**src/design/cpa_pkg.sv**
```systemverilog
// Shared types and constants for the column partition allocator.
package cpa_pkg;

  localparam int MAX_COLS_D     = 32;
  localparam int MAX_PARTS_D    = 16;
  localparam int MAX_REQUESTS_D = 16;
  localparam int MAX_CANDS_D    = 16;
  localparam int MAX_LAYOUTS_D  = 8;

  localparam logic [1:0] FN_CAND    = 2'd0;
  localparam logic [1:0] FN_ALLOC   = 2'd1;
  localparam logic [1:0] FN_RELEASE = 2'd2;
  localparam logic [1:0] FN_UNUSED  = 2'd3;

  localparam logic [2:0] ST_OK       = 3'd0;
  localparam logic [2:0] ST_EXISTS   = 3'd1;
  localparam logic [2:0] ST_BUSY     = 3'd2;
  localparam logic [2:0] ST_NOTFOUND = 3'd3;
  localparam logic [2:0] ST_FULL     = 3'd4;
  localparam logic [2:0] ST_BAD      = 3'd5;

  localparam logic CFG_TOTAL = 1'b0;
  localparam logic CFG_SHARE = 1'b1;

  typedef struct packed {
    logic [1:0]  func;
    logic [31:0] request_id;
    logic [2:0]  cand_layout;
    logic [3:0]  cand_option;
    logic [5:0]  cand_width;
    logic [4:0]  cand_start;
  } in_word_t;

  typedef struct packed {
    logic [2:0] status;
    logic [2:0] chosen_layout;
    logic [3:0] chosen_option;
    logic [4:0] granted_start;
    logic [5:0] granted_width;
    logic       load_needed;
  } out_word_t;

  typedef struct packed {
    logic [2:0] layout;
    logic [3:0] option;
    logic [5:0] width;
    logic [4:0] start;
  } cand_t;

  // Command passed from front to back end.
  typedef struct packed {
    logic [1:0]  func;
    logic [31:0] request_id;
    logic [4:0]  ncand;
  } cmd_t;

endpackage

```
**src/design/cpa_front.sv**
```systemverilog
// Front end: takes commands, stores candidates, queues allocate and release.
module cpa_front import cpa_pkg::*; #(
  parameter int MAX_CANDS = MAX_CANDS_D
) (
  input  logic     clk,
  input  logic     rst_n,
  input  logic     start,
  output logic     busy,
  input  in_word_t in_word,
  output cmd_t     q_cmd,
  output logic     q_valid,
  input  logic     q_pop,
  input  logic [$clog2(MAX_CANDS)-1:0] cand_raddr,
  output cand_t    cand_rdata
);
  localparam int CW = $clog2(MAX_CANDS + 1);
  localparam int AW = $clog2(MAX_CANDS);

  cand_t          cand_mem [MAX_CANDS];
  logic [CW-1:0]  cnt_r;
  cmd_t           q_r;
  logic           qv_r;
  logic           acc;

  // one-deep queue; the candidate list is owned by the back end until popped
  assign busy    = qv_r;
  assign acc     = start && !busy;
  assign q_cmd   = q_r;
  assign q_valid = qv_r;

  always_ff @(posedge clk) begin
    if (acc && in_word.func == FN_CAND && cnt_r < CW'(MAX_CANDS))
      cand_mem[cnt_r[AW-1:0]] <= '{in_word.cand_layout, in_word.cand_option,
                                   in_word.cand_width, in_word.cand_start};
    cand_rdata <= cand_mem[cand_raddr];
  end

  always_ff @(posedge clk) begin
    if (!rst_n) begin
      cnt_r <= '0;
      qv_r  <= 1'b0;
    end else begin
      if (q_pop) begin
        qv_r <= 1'b0;
        if (q_r.func == FN_ALLOC) cnt_r <= '0;
      end
      if (acc) begin
        unique case (in_word.func)
          FN_CAND: if (cnt_r < CW'(MAX_CANDS)) cnt_r <= cnt_r + 1'b1;
          FN_ALLOC, FN_RELEASE: begin
            qv_r <= 1'b1;
            q_r  <= '{in_word.func, in_word.request_id, 5'(cnt_r)};
          end
          default: ;
        endcase
      end
    end
  end
endmodule

```
**src/design/cpa_back.sv**
```systemverilog
// Back end: sequential allocate and release engine over the tables.
module cpa_back import cpa_pkg::*; #(
  parameter int MAX_PARTS    = MAX_PARTS_D,
  parameter int MAX_REQUESTS = MAX_REQUESTS_D,
  parameter int MAX_CANDS    = MAX_CANDS_D
) (
  input  logic      clk,
  input  logic      rst_n,
  input  logic [5:0] total_columns,
  input  logic      share_mode,
  input  cmd_t      q_cmd,
  input  logic      q_valid,
  output logic      q_pop,
  output logic [$clog2(MAX_CANDS)-1:0] cand_raddr,
  input  cand_t     cand_rdata,
  output logic      out_strobe,
  output out_word_t out_word
);
  localparam int PW = (MAX_PARTS > 1) ? $clog2(MAX_PARTS) : 1;
  localparam int RW = (MAX_REQUESTS > 1) ? $clog2(MAX_REQUESTS) : 1;
  localparam int AW = $clog2(MAX_CANDS);
  localparam int CW = $clog2(MAX_CANDS + 1);

  typedef enum logic [3:0] {
    S_IDLE, S_RSCAN, S_CREQ, S_CWAIT, S_CCHK, S_SREQ, S_SWAIT, S_SPART,
    S_PICK, S_PSLOT, S_COMMIT, S_REL
  } st_t;

  st_t st_r;
  logic [MAX_PARTS-1:0]    pv_r;
  logic [4:0]              pfc_r [MAX_PARTS];
  logic [5:0]              pcc_r [MAX_PARTS];
  logic [4:0]              psc_r [MAX_PARTS];
  logic [MAX_REQUESTS-1:0] rv_r;
  logic [31:0]             rid_r [MAX_REQUESTS];
  logic [PW-1:0]           rps_r [MAX_REQUESTS];
  logic [31:0] busy_r;
  logic [5:0]  inuse_r;
  logic [RW:0] ri_r;
  logic [PW:0] pi_r;
  logic [CW-1:0] ci_r;
  logic        found_r, part_ok_r, have_r;
  logic [RW-1:0] hit_r, rs_r;
  logic [PW-1:0] part_r;
  cand_t       sel_r;

  logic [5:0]  lim, freecols;
  logic [63:0] ones, winmask;
  logic        winfree;

  assign lim      = (total_columns > 6'(MAX_COLS_D)) ? 6'(MAX_COLS_D) : total_columns;
  assign freecols = (lim > inuse_r) ? lim - inuse_r : 6'd0;
  assign ones     = (64'd1 << cand_rdata.width) - 64'd1;
  assign winmask  = ones << cand_rdata.start;
  // busy bits beyond the limit count as busy
  assign winfree  = ((winmask & ~((64'd1 << lim) - 64'd1)) == 64'd0) &&
                    ((winmask[31:0] & busy_r) == 32'd0);
  assign cand_raddr = ci_r[AW-1:0];
  assign q_pop = (st_r == S_COMMIT) || (st_r == S_REL) ||
                 (st_r == S_PICK && !have_r) ||
                 (st_r == S_RSCAN && ri_r == (RW+1)'(MAX_REQUESTS) && found_r &&
                  q_cmd.func == FN_ALLOC) ||
                 (st_r == S_RSCAN && ri_r == (RW+1)'(MAX_REQUESTS) &&
                  q_cmd.func == FN_RELEASE && !found_r);

  always_ff @(posedge clk) begin
    if (!rst_n) begin
      st_r <= S_IDLE; pv_r <= '0; rv_r <= '0; busy_r <= '0; inuse_r <= '0;
      out_strobe <= 1'b0;
    end else begin
      out_strobe <= 1'b0;
      unique case (st_r)
        S_IDLE: if (q_valid) begin
          st_r <= S_RSCAN; ri_r <= '0; found_r <= 1'b0; have_r <= 1'b0;
          part_ok_r <= 1'b0;
        end
        S_RSCAN: begin
          if (ri_r < (RW+1)'(MAX_REQUESTS)) begin
            if (rv_r[ri_r[RW-1:0]] && rid_r[ri_r[RW-1:0]] == q_cmd.request_id &&
                !found_r) begin
              found_r <= 1'b1; hit_r <= ri_r[RW-1:0];
            end
            ri_r <= ri_r + 1'b1;
          end else if (q_cmd.func == FN_ALLOC) begin
            if (found_r) begin
              out_word <= '{ST_EXISTS, 3'd0, 4'd0, 5'd0, 6'd0, 1'b0};
              out_strobe <= 1'b1; st_r <= S_IDLE;
            end else begin
              ci_r <= '0; st_r <= S_CREQ;
            end
          end else if (!found_r) begin
            out_word <= '{ST_NOTFOUND, 3'd0, 4'd0, 5'd0, 6'd0, 1'b0};
            out_strobe <= 1'b1; st_r <= S_IDLE;
          end else st_r <= S_REL;
        end
        S_CREQ: if (ci_r < CW'(q_cmd.ncand)) st_r <= S_CWAIT;
                else if (share_mode) begin ci_r <= '0; st_r <= S_SREQ; end
                else st_r <= S_PICK;
        S_CWAIT: st_r <= S_CCHK;
        S_CCHK: begin
          if (cand_rdata.width != 6'd0 && cand_rdata.width <= freecols && winfree) begin
            have_r <= 1'b1; sel_r <= cand_rdata; st_r <= S_PICK;
          end else begin
            ci_r <= ci_r + 1'b1; st_r <= S_CREQ;
          end
        end
        S_SREQ: if (ci_r < CW'(q_cmd.ncand)) st_r <= S_SWAIT;
                else st_r <= S_PICK;
        S_SWAIT: begin pi_r <= '0; st_r <= S_SPART; end
        S_SPART: begin
          if (pi_r < (PW+1)'(MAX_PARTS)) begin
            if (cand_rdata.width != 6'd0 && pv_r[pi_r[PW-1:0]] &&
                pfc_r[pi_r[PW-1:0]] == cand_rdata.start &&
                pcc_r[pi_r[PW-1:0]] == cand_rdata.width &&
                (!part_ok_r || psc_r[part_r] > psc_r[pi_r[PW-1:0]])) begin
              part_ok_r <= 1'b1; part_r <= pi_r[PW-1:0];
              have_r <= 1'b1; sel_r <= cand_rdata;
            end
            pi_r <= pi_r + 1'b1;
          end else begin
            ci_r <= ci_r + 1'b1; st_r <= S_SREQ;
          end
        end
        S_PICK: begin
          if (!have_r) begin
            out_word <= '{ST_BUSY, 3'd0, 4'd0, 5'd0, 6'd0, 1'b0};
            out_strobe <= 1'b1; st_r <= S_IDLE;
          end else begin
            found_r <= 1'b0;
            for (int i = MAX_REQUESTS - 1; i >= 0; i--)
              if (!rv_r[i]) begin found_r <= 1'b1; rs_r <= RW'(i); end
            st_r <= S_PSLOT;
          end
        end
        S_PSLOT: begin
          st_r <= S_COMMIT;
          if (!part_ok_r) begin
            have_r <= 1'b0;
            for (int i = MAX_PARTS - 1; i >= 0; i--)
              if (!pv_r[i]) begin have_r <= 1'b1; part_r <= PW'(i); end
          end
        end
        S_COMMIT: begin
          st_r <= S_IDLE; out_strobe <= 1'b1;
          if (!found_r || (!part_ok_r && !have_r))
            out_word <= '{ST_FULL, 3'd0, 4'd0, 5'd0, 6'd0, 1'b0};
          else begin
            if (!part_ok_r) begin
              pv_r[part_r] <= 1'b1; pfc_r[part_r] <= sel_r.start;
              pcc_r[part_r] <= sel_r.width; psc_r[part_r] <= 5'd1;
              busy_r <= busy_r | ((32'd1 << sel_r.width[4:0]) -
                        32'(sel_r.width != 6'd32) << sel_r.start) |
                        (sel_r.width[5] ? 32'hFFFF_FFFF << sel_r.start : 32'd0);
              inuse_r <= inuse_r + sel_r.width;
            end else if (psc_r[part_r] < 5'd31)
              psc_r[part_r] <= psc_r[part_r] + 1'b1;
            rv_r[rs_r] <= 1'b1; rid_r[rs_r] <= q_cmd.request_id;
            rps_r[rs_r] <= part_r;
            out_word <= '{ST_OK, sel_r.layout, sel_r.option, sel_r.start,
                          sel_r.width, !part_ok_r};
          end
        end
        S_REL: begin
          st_r <= S_IDLE; out_strobe <= 1'b1;
          if (!pv_r[rps_r[hit_r]])
            out_word <= '{ST_BAD, 3'd0, 4'd0, 5'd0, 6'd0, 1'b0};
          else begin
            out_word <= '{ST_OK, 3'd0, 4'd0, 5'd0, 6'd0, 1'b0};
            rv_r[hit_r] <= 1'b0;
            if (psc_r[rps_r[hit_r]] > 5'd1)
              psc_r[rps_r[hit_r]] <= psc_r[rps_r[hit_r]] - 1'b1;
            else begin
              psc_r[rps_r[hit_r]] <= 5'd0;
              pv_r[rps_r[hit_r]] <= 1'b0;
              busy_r <= busy_r & ~(32'((((64'd1 << pcc_r[rps_r[hit_r]]) - 64'd1)
                        << pfc_r[rps_r[hit_r]])));
              inuse_r <= (inuse_r >= pcc_r[rps_r[hit_r]]) ?
                         inuse_r - pcc_r[rps_r[hit_r]] : 6'd0;
            end
          end
        end
        default: st_r <= S_IDLE;
      endcase
    end
  end
endmodule

```
**src/design/column_partition_allocator.sv**
```systemverilog
// Top level of the column partition allocator.
// Only one command is in flight; busy drops in the result cycle. Request, candidate
// and partition scans in the back end set the rate. The receiver cannot stall.
// Synchronous active-low reset clears all valid bits, the candidate count, the busy
// columns and the in-use count, and sets the config to 32 columns with sharing off.
module column_partition_allocator import cpa_pkg::*; #(
  parameter int MAX_PARTS    = MAX_PARTS_D,
  parameter int MAX_REQUESTS = MAX_REQUESTS_D,
  parameter int MAX_CANDS    = MAX_CANDS_D
) (
  input  logic      clk,
  input  logic      rst_n,
  input  logic      start,
  output logic      busy,
  input  in_word_t  in_word,
  output logic      out_strobe,
  output out_word_t out_word,
  input  logic      cfg_valid,
  output logic      cfg_ready,
  input  logic      cfg_index,
  input  logic [5:0] cfg_data
);
  logic [5:0] total_r;
  logic       share_r;
  cmd_t       q_cmd;
  logic       q_valid, q_pop;
  logic [$clog2(MAX_CANDS)-1:0] raddr;
  cand_t      rdata;

  assign cfg_ready = 1'b1;

  // configuration registers
  always_ff @(posedge clk) begin
    if (!rst_n) begin
      total_r <= 6'd32; share_r <= 1'b0;
    end else if (cfg_valid) begin
      if (cfg_index == CFG_TOTAL) total_r <= cfg_data;
      else share_r <= cfg_data[0];
    end
  end

  cpa_front #(.MAX_CANDS(MAX_CANDS)) u_front (
    .clk, .rst_n, .start, .busy, .in_word, .q_cmd, .q_valid, .q_pop,
    .cand_raddr(raddr), .cand_rdata(rdata));

  cpa_back #(.MAX_PARTS(MAX_PARTS), .MAX_REQUESTS(MAX_REQUESTS),
             .MAX_CANDS(MAX_CANDS)) u_back (
    .clk, .rst_n, .total_columns(total_r), .share_mode(share_r),
    .q_cmd, .q_valid, .q_pop, .cand_raddr(raddr), .cand_rdata(rdata),
    .out_strobe, .out_word);
endmodule

```
**config.mk**
```make
export PLATFORM = sky130hd
export DESIGN_NAME = column_partition_allocator
export DESIGN_NICKNAME = d
export VERILOG_FILES = /design/src/design/cpa_pkg.sv /design/src/design/cpa_front.sv /design/src/design/cpa_back.sv /design/src/design/column_partition_allocator.sv
export SDC_FILE = /design/constraint.sdc
export NUM_CORES = 2
export LEC_CHECK = 0
export BUFFER_PORTS_ARGS = -buffer_cell sky130_fd_sc_hd__buf_4
export CORE_ASPECT_RATIO = 1.4
export CORE_UTILIZATION = 30
export DETAILED_ROUTE_END_ITERATION = 10
export HOLD_SLACK_MARGIN = 0.12
export PLACE_DENSITY = 0.49
export SYNTH_ARGS = -nofsm -noshare
export SYNTH_HDL_FRONTEND = slang
export SYNTH_SLANG_ARGS = --single-unit
```
**constraint.sdc**
```tcl
create_clock -name clk -period 6.85 [get_ports clk]
set_input_delay 0.3425 -clock clk [delete_from_list [all_inputs] [get_ports clk]]
set_output_delay 0.3425 -clock clk [all_outputs]
set_load 0.01 [all_outputs]
```
==> flow_summary.yaml <==
status:
  status: "complete, no violations"
min_path:
  hold_depth: 2
  hp-class: "in2reg"
synth:
  yosysTopAreaCell: "edfxtp_1"
  yosysUniqueCellTypes: 110
  yosysSeqAreaShare: 0.580
  yosys_register_bits: 1351
  netlist_area_mm2: 0.0679
  netlist.area_leader.share: 0.544
  syn_inst: 5028
  syn_avg_cell_area_um2: 13.5
  yosysWarnings: 0
  ys.flop_type: "edfxtp_1"
  ys_async_sr_fraction: 0
  synth_nets: 5145
  synth-edff-count: 1229
  ys_top_cells_by_area: "edfxtp_1 (54%), mux4_2 (13%), dfxtp_1 (3.6%), mux2i_1 (2.6%), nand2_1 (2.2%)"
clock_network:
  root_buffer: "clkbuf_16"
  clk_pin_slew_ns: 0.07
  clk_path_buf_depth: 4
  cts_resized: 0
  clock_sinks: 1351
  cts-buffers-inserted: 140
  htree_levels: 4
  clk-insertion-delay-late_ns: 0.80
  cts_tree: "yes"
global_route:
  gr-total-overflow: 0
  grt_pass1_vias: 46259
  grt_pass1_wl_um: 321000
  antenna_found_initial: 6
  grt_max_degree: 75
  grt_use_total: 0.188
detailed_routing:
  vias_per_cell: 5.57
  met2_wirelength_um: 112000
  drc: 0
  routed_wl_um: 219000
  met1_length_um: 88800
  drt_iter0_markers: 4751
  top_layer: "met5"
  detail-route-antenna-nets: 0
  via_count: 45835
  first_pass_iters: 8
  dr_wl_met3_um: 9760
  post_drt_wl_per_cell_um: 26.6
floorplan:
  die-area_mm2: 0.228
  die_h_um: 565
  start_util: 0.302
  pin_count: 88
  core-area_mm2: 0.225
  die_w_um: 404
  num_rows: 206
sta:
  finalCritPeriodShare: 0.922
  finalSetupViolCount: 0
  fin_skew_ns: 0.0602
  fmax_mhz: 158
  tns_ns: 0
  hold_viol_final: 0
  rsz0062_at_grt: "false"
  slew_headroom: 0.216
  min_period_ns: 6.31
  maxSlewViolCount: 0
  timing.hold.ws_ns: 0.261
  worst_slew_pin_slew_ns: 1.18
cells_and_area:
  area_delta_synth_final_pct: 13.9
  stdcell_count: 8227
  final_util: 0.344
  design.final.nets: 5227
  fin_area_mm2: 0.0773
  drive_gt1_frac: 0.201
place:
  gp_congestion: 0.927
  dpl_cell_area_mm2: 0.0723
  io_buffer_count: 86
  dp.cells: 7915
  dp_hpwl_um: 143000
worst_setup_path:
  crit_arrival_ns: 6.96
  cpPeakStageDelay_ns: 0.84
  critPathKind: "reg2reg"
  crit_end: "u_back.busy_r[20]$_SDFFE_PN0P_"
  cp_cell_sequence: "buf_4, mux4_2, o22a_1, o21a_2, nand3_1, o22ai_1, or4_1, inv_1, nand3_1, nor2_1, inv_1, ha_1, buf_4, nor4_1, a2bb2oi_1, a221oi_1, a31oi_1, a21oi_2, mux2i_1, a211o_1"
  crit_path_max_fanout: 25
  crit_buf_inv: 4
  cp.depth: 20
  crit_path_start_kind: "flip-flop"
  cp-end-kind: "flip-flop"
  crit_family: "compound AO/OA/AOI/OAI gates"
  cp_slowest_cell: "or4_1"
  rrSetupSlack_ns: 0.54
  r2r_cells: 20
  worst_ep_required_time_ns: 7.50
  r2r_end: "u_back.busy_r[20]$_SDFFE_PN0P_"
pwr:
  power_density_mw_per_mm2: 254
  peakVddDrop_v: 0.000243
  p_leak_nw: 24.7
flow_run:
  drv_cap: 0
## timing repair
action | in CTS | in global routing
buffers inserted | 0 | 0
hold buffers | 69 | 0
hold endpoints to repair | 345 | 0
setup endpoints to repair | 0 | 0
## worst min path at each step
| stage | startpoint | to |
|---|---|---|
| final | in_word[19] | u_front.q_cmd[6]$_DFFE_PP_ |
| after global routing | in_word[39] | u_front.q_cmd[26]$_DFFE_PP_ |
| after CTS | in_word[39] | u_front.q_cmd[26]$_DFFE_PP_ |
| after detailed placement | u_front.cand_rdata[14]$_DFF_P_ | u_back.sel_r[14]$_DFFE_PP_ |
| after global placement | u_front.cand_rdata[15]$_DFF_P_ | u_back.sel_r[15]$_DFFE_PP_ |
| after floorplan | u_front.cand_rdata[11]$_DFF_P_ | u_back.sel_r[11]$_DFFE_PP_ |
## final cells by class
type                       instances  area [um^2]
antenna                            3         7.51
clock buffer                     170         3670
clock inverter                    70          669
fill                           21780       148000
inverter                         100          382
multi-input combinational       3186        26700
sequential                      1351        39400
tap                             3016         3770
timing repair buffer             331         2730
## sequential cells by signal, indices dropped and copies added, names as in the netlist, 22 cells and up, named ones only
signal / count
u_back.pcc_r: 96
u_front.q_cmd: 39
u_back.busy_r: 32
u_front.cand_mem: 288
u_back.pfc_r: 80
u_back.out_word: 22
u_back.rid_r: 512
u_back.psc_r: 80
u_back.rps_r: 64
## cell usage in the layout (no fill, tap or decap), types with 22 or more instances in the layout
cell	synthesis	routed
a311oi_1	46	46
a31oi_1	57	57
nand2b_1	40	40
nand4_1	31	31
nand2_1	392	392
o22ai_1	56	56
and2_1	36	27
nor3_1	116	107
and3_1	47	43
mux2i_1	173	173
o31ai_1	40	40
a211oi_1	78	77
nor2_1	321	295
dfxtp_1	122	111
clkbuf_16	0	141
a21o_1	34	34
o211ai_1	42	42
a221oi_1	28	28
xor2_1	22	22
nor2b_1	40	40
mux2_2	50	50
dlygate4sd3_1	0	69
mux4_2	395	395
clkbuf_1	263	26
o21ai_0	236	236
inv_1	86	85
nor4_1	30	30
edfxtp_1	1229	1229
buf_4	7	256
ha_1	51	50
a21oi_1	244	242
nand3_1	134	134
clkinv_1	6	28
or3_1	23	23
xnor2_1	61	61
## per-stage QoR
stage | setup slack [ns] | total power, W
final | 0.538 | 0.0197
after CTS | 0.627 | 0.0198
after detailed placement | 0.672 | 0.0123
after global routing | 0.0550 | 0.0203
after floorplan | 0.455 | 0.0114
after global placement | 0.684 | 0.0123
## cells by family (layout without fill, tap and decap cells)
kind of cell	count (synthesis)	in the layout	synth area share
AOI/OAI and AO/OA	1131	1131	0.113
xor gates and xnor gates	83	83	0.0107
adders and majority gates	54	54	0.0103
buffers and inverters	491	671	0.0308
DFF	1351	1351	0.580
muxes	621	621	0.165
other	1	4	0.0000552
and+or+nand+nor	1296	1296	0.0904
## synthesized netlist by cell type (42+ instances only)
master / instances
a21oi_1: 244
nor2_1: 321
a211oi_1: 78
mux2_2: 50
and3_1: 47
a311oi_1: 46
inv_1: 86
a31oi_1: 57
o21ai_0: 236
mux2i_1: 173
nand3_1: 134
o22ai_1: 56
nand2_1: 392
nor3_1: 116
xnor2_1: 61
o211ai_1: 42
edfxtp_1: 1229
dfxtp_1: 122
buf_1: 72
ha_1: 51
clkbuf_1: 263
mux4_2: 395
## power by group
group | leakage [nW] | switching, W | internal, W
Clock | 2.10 | 0.00322 | 0.00423
Sequential | 12.0 | 0.000219 | 0.00901
Combinational | 10.6 | 0.00169 | 0.00128
Total | 24.7 | 0.00514 | 0.0145
## per-layer routing
| layer | up-vias | GRT usage |
|---|---|---|
| li1 | 20164 | - |
| met1 | 23656 | 0.234 |
| met2 | 1618 | 0.338 |
| met3 | 393 | 0.0187 |
| met4 | 4 | 0.0634 |
| met5 | - | 0 |
(Power assumes the default switching activity.)
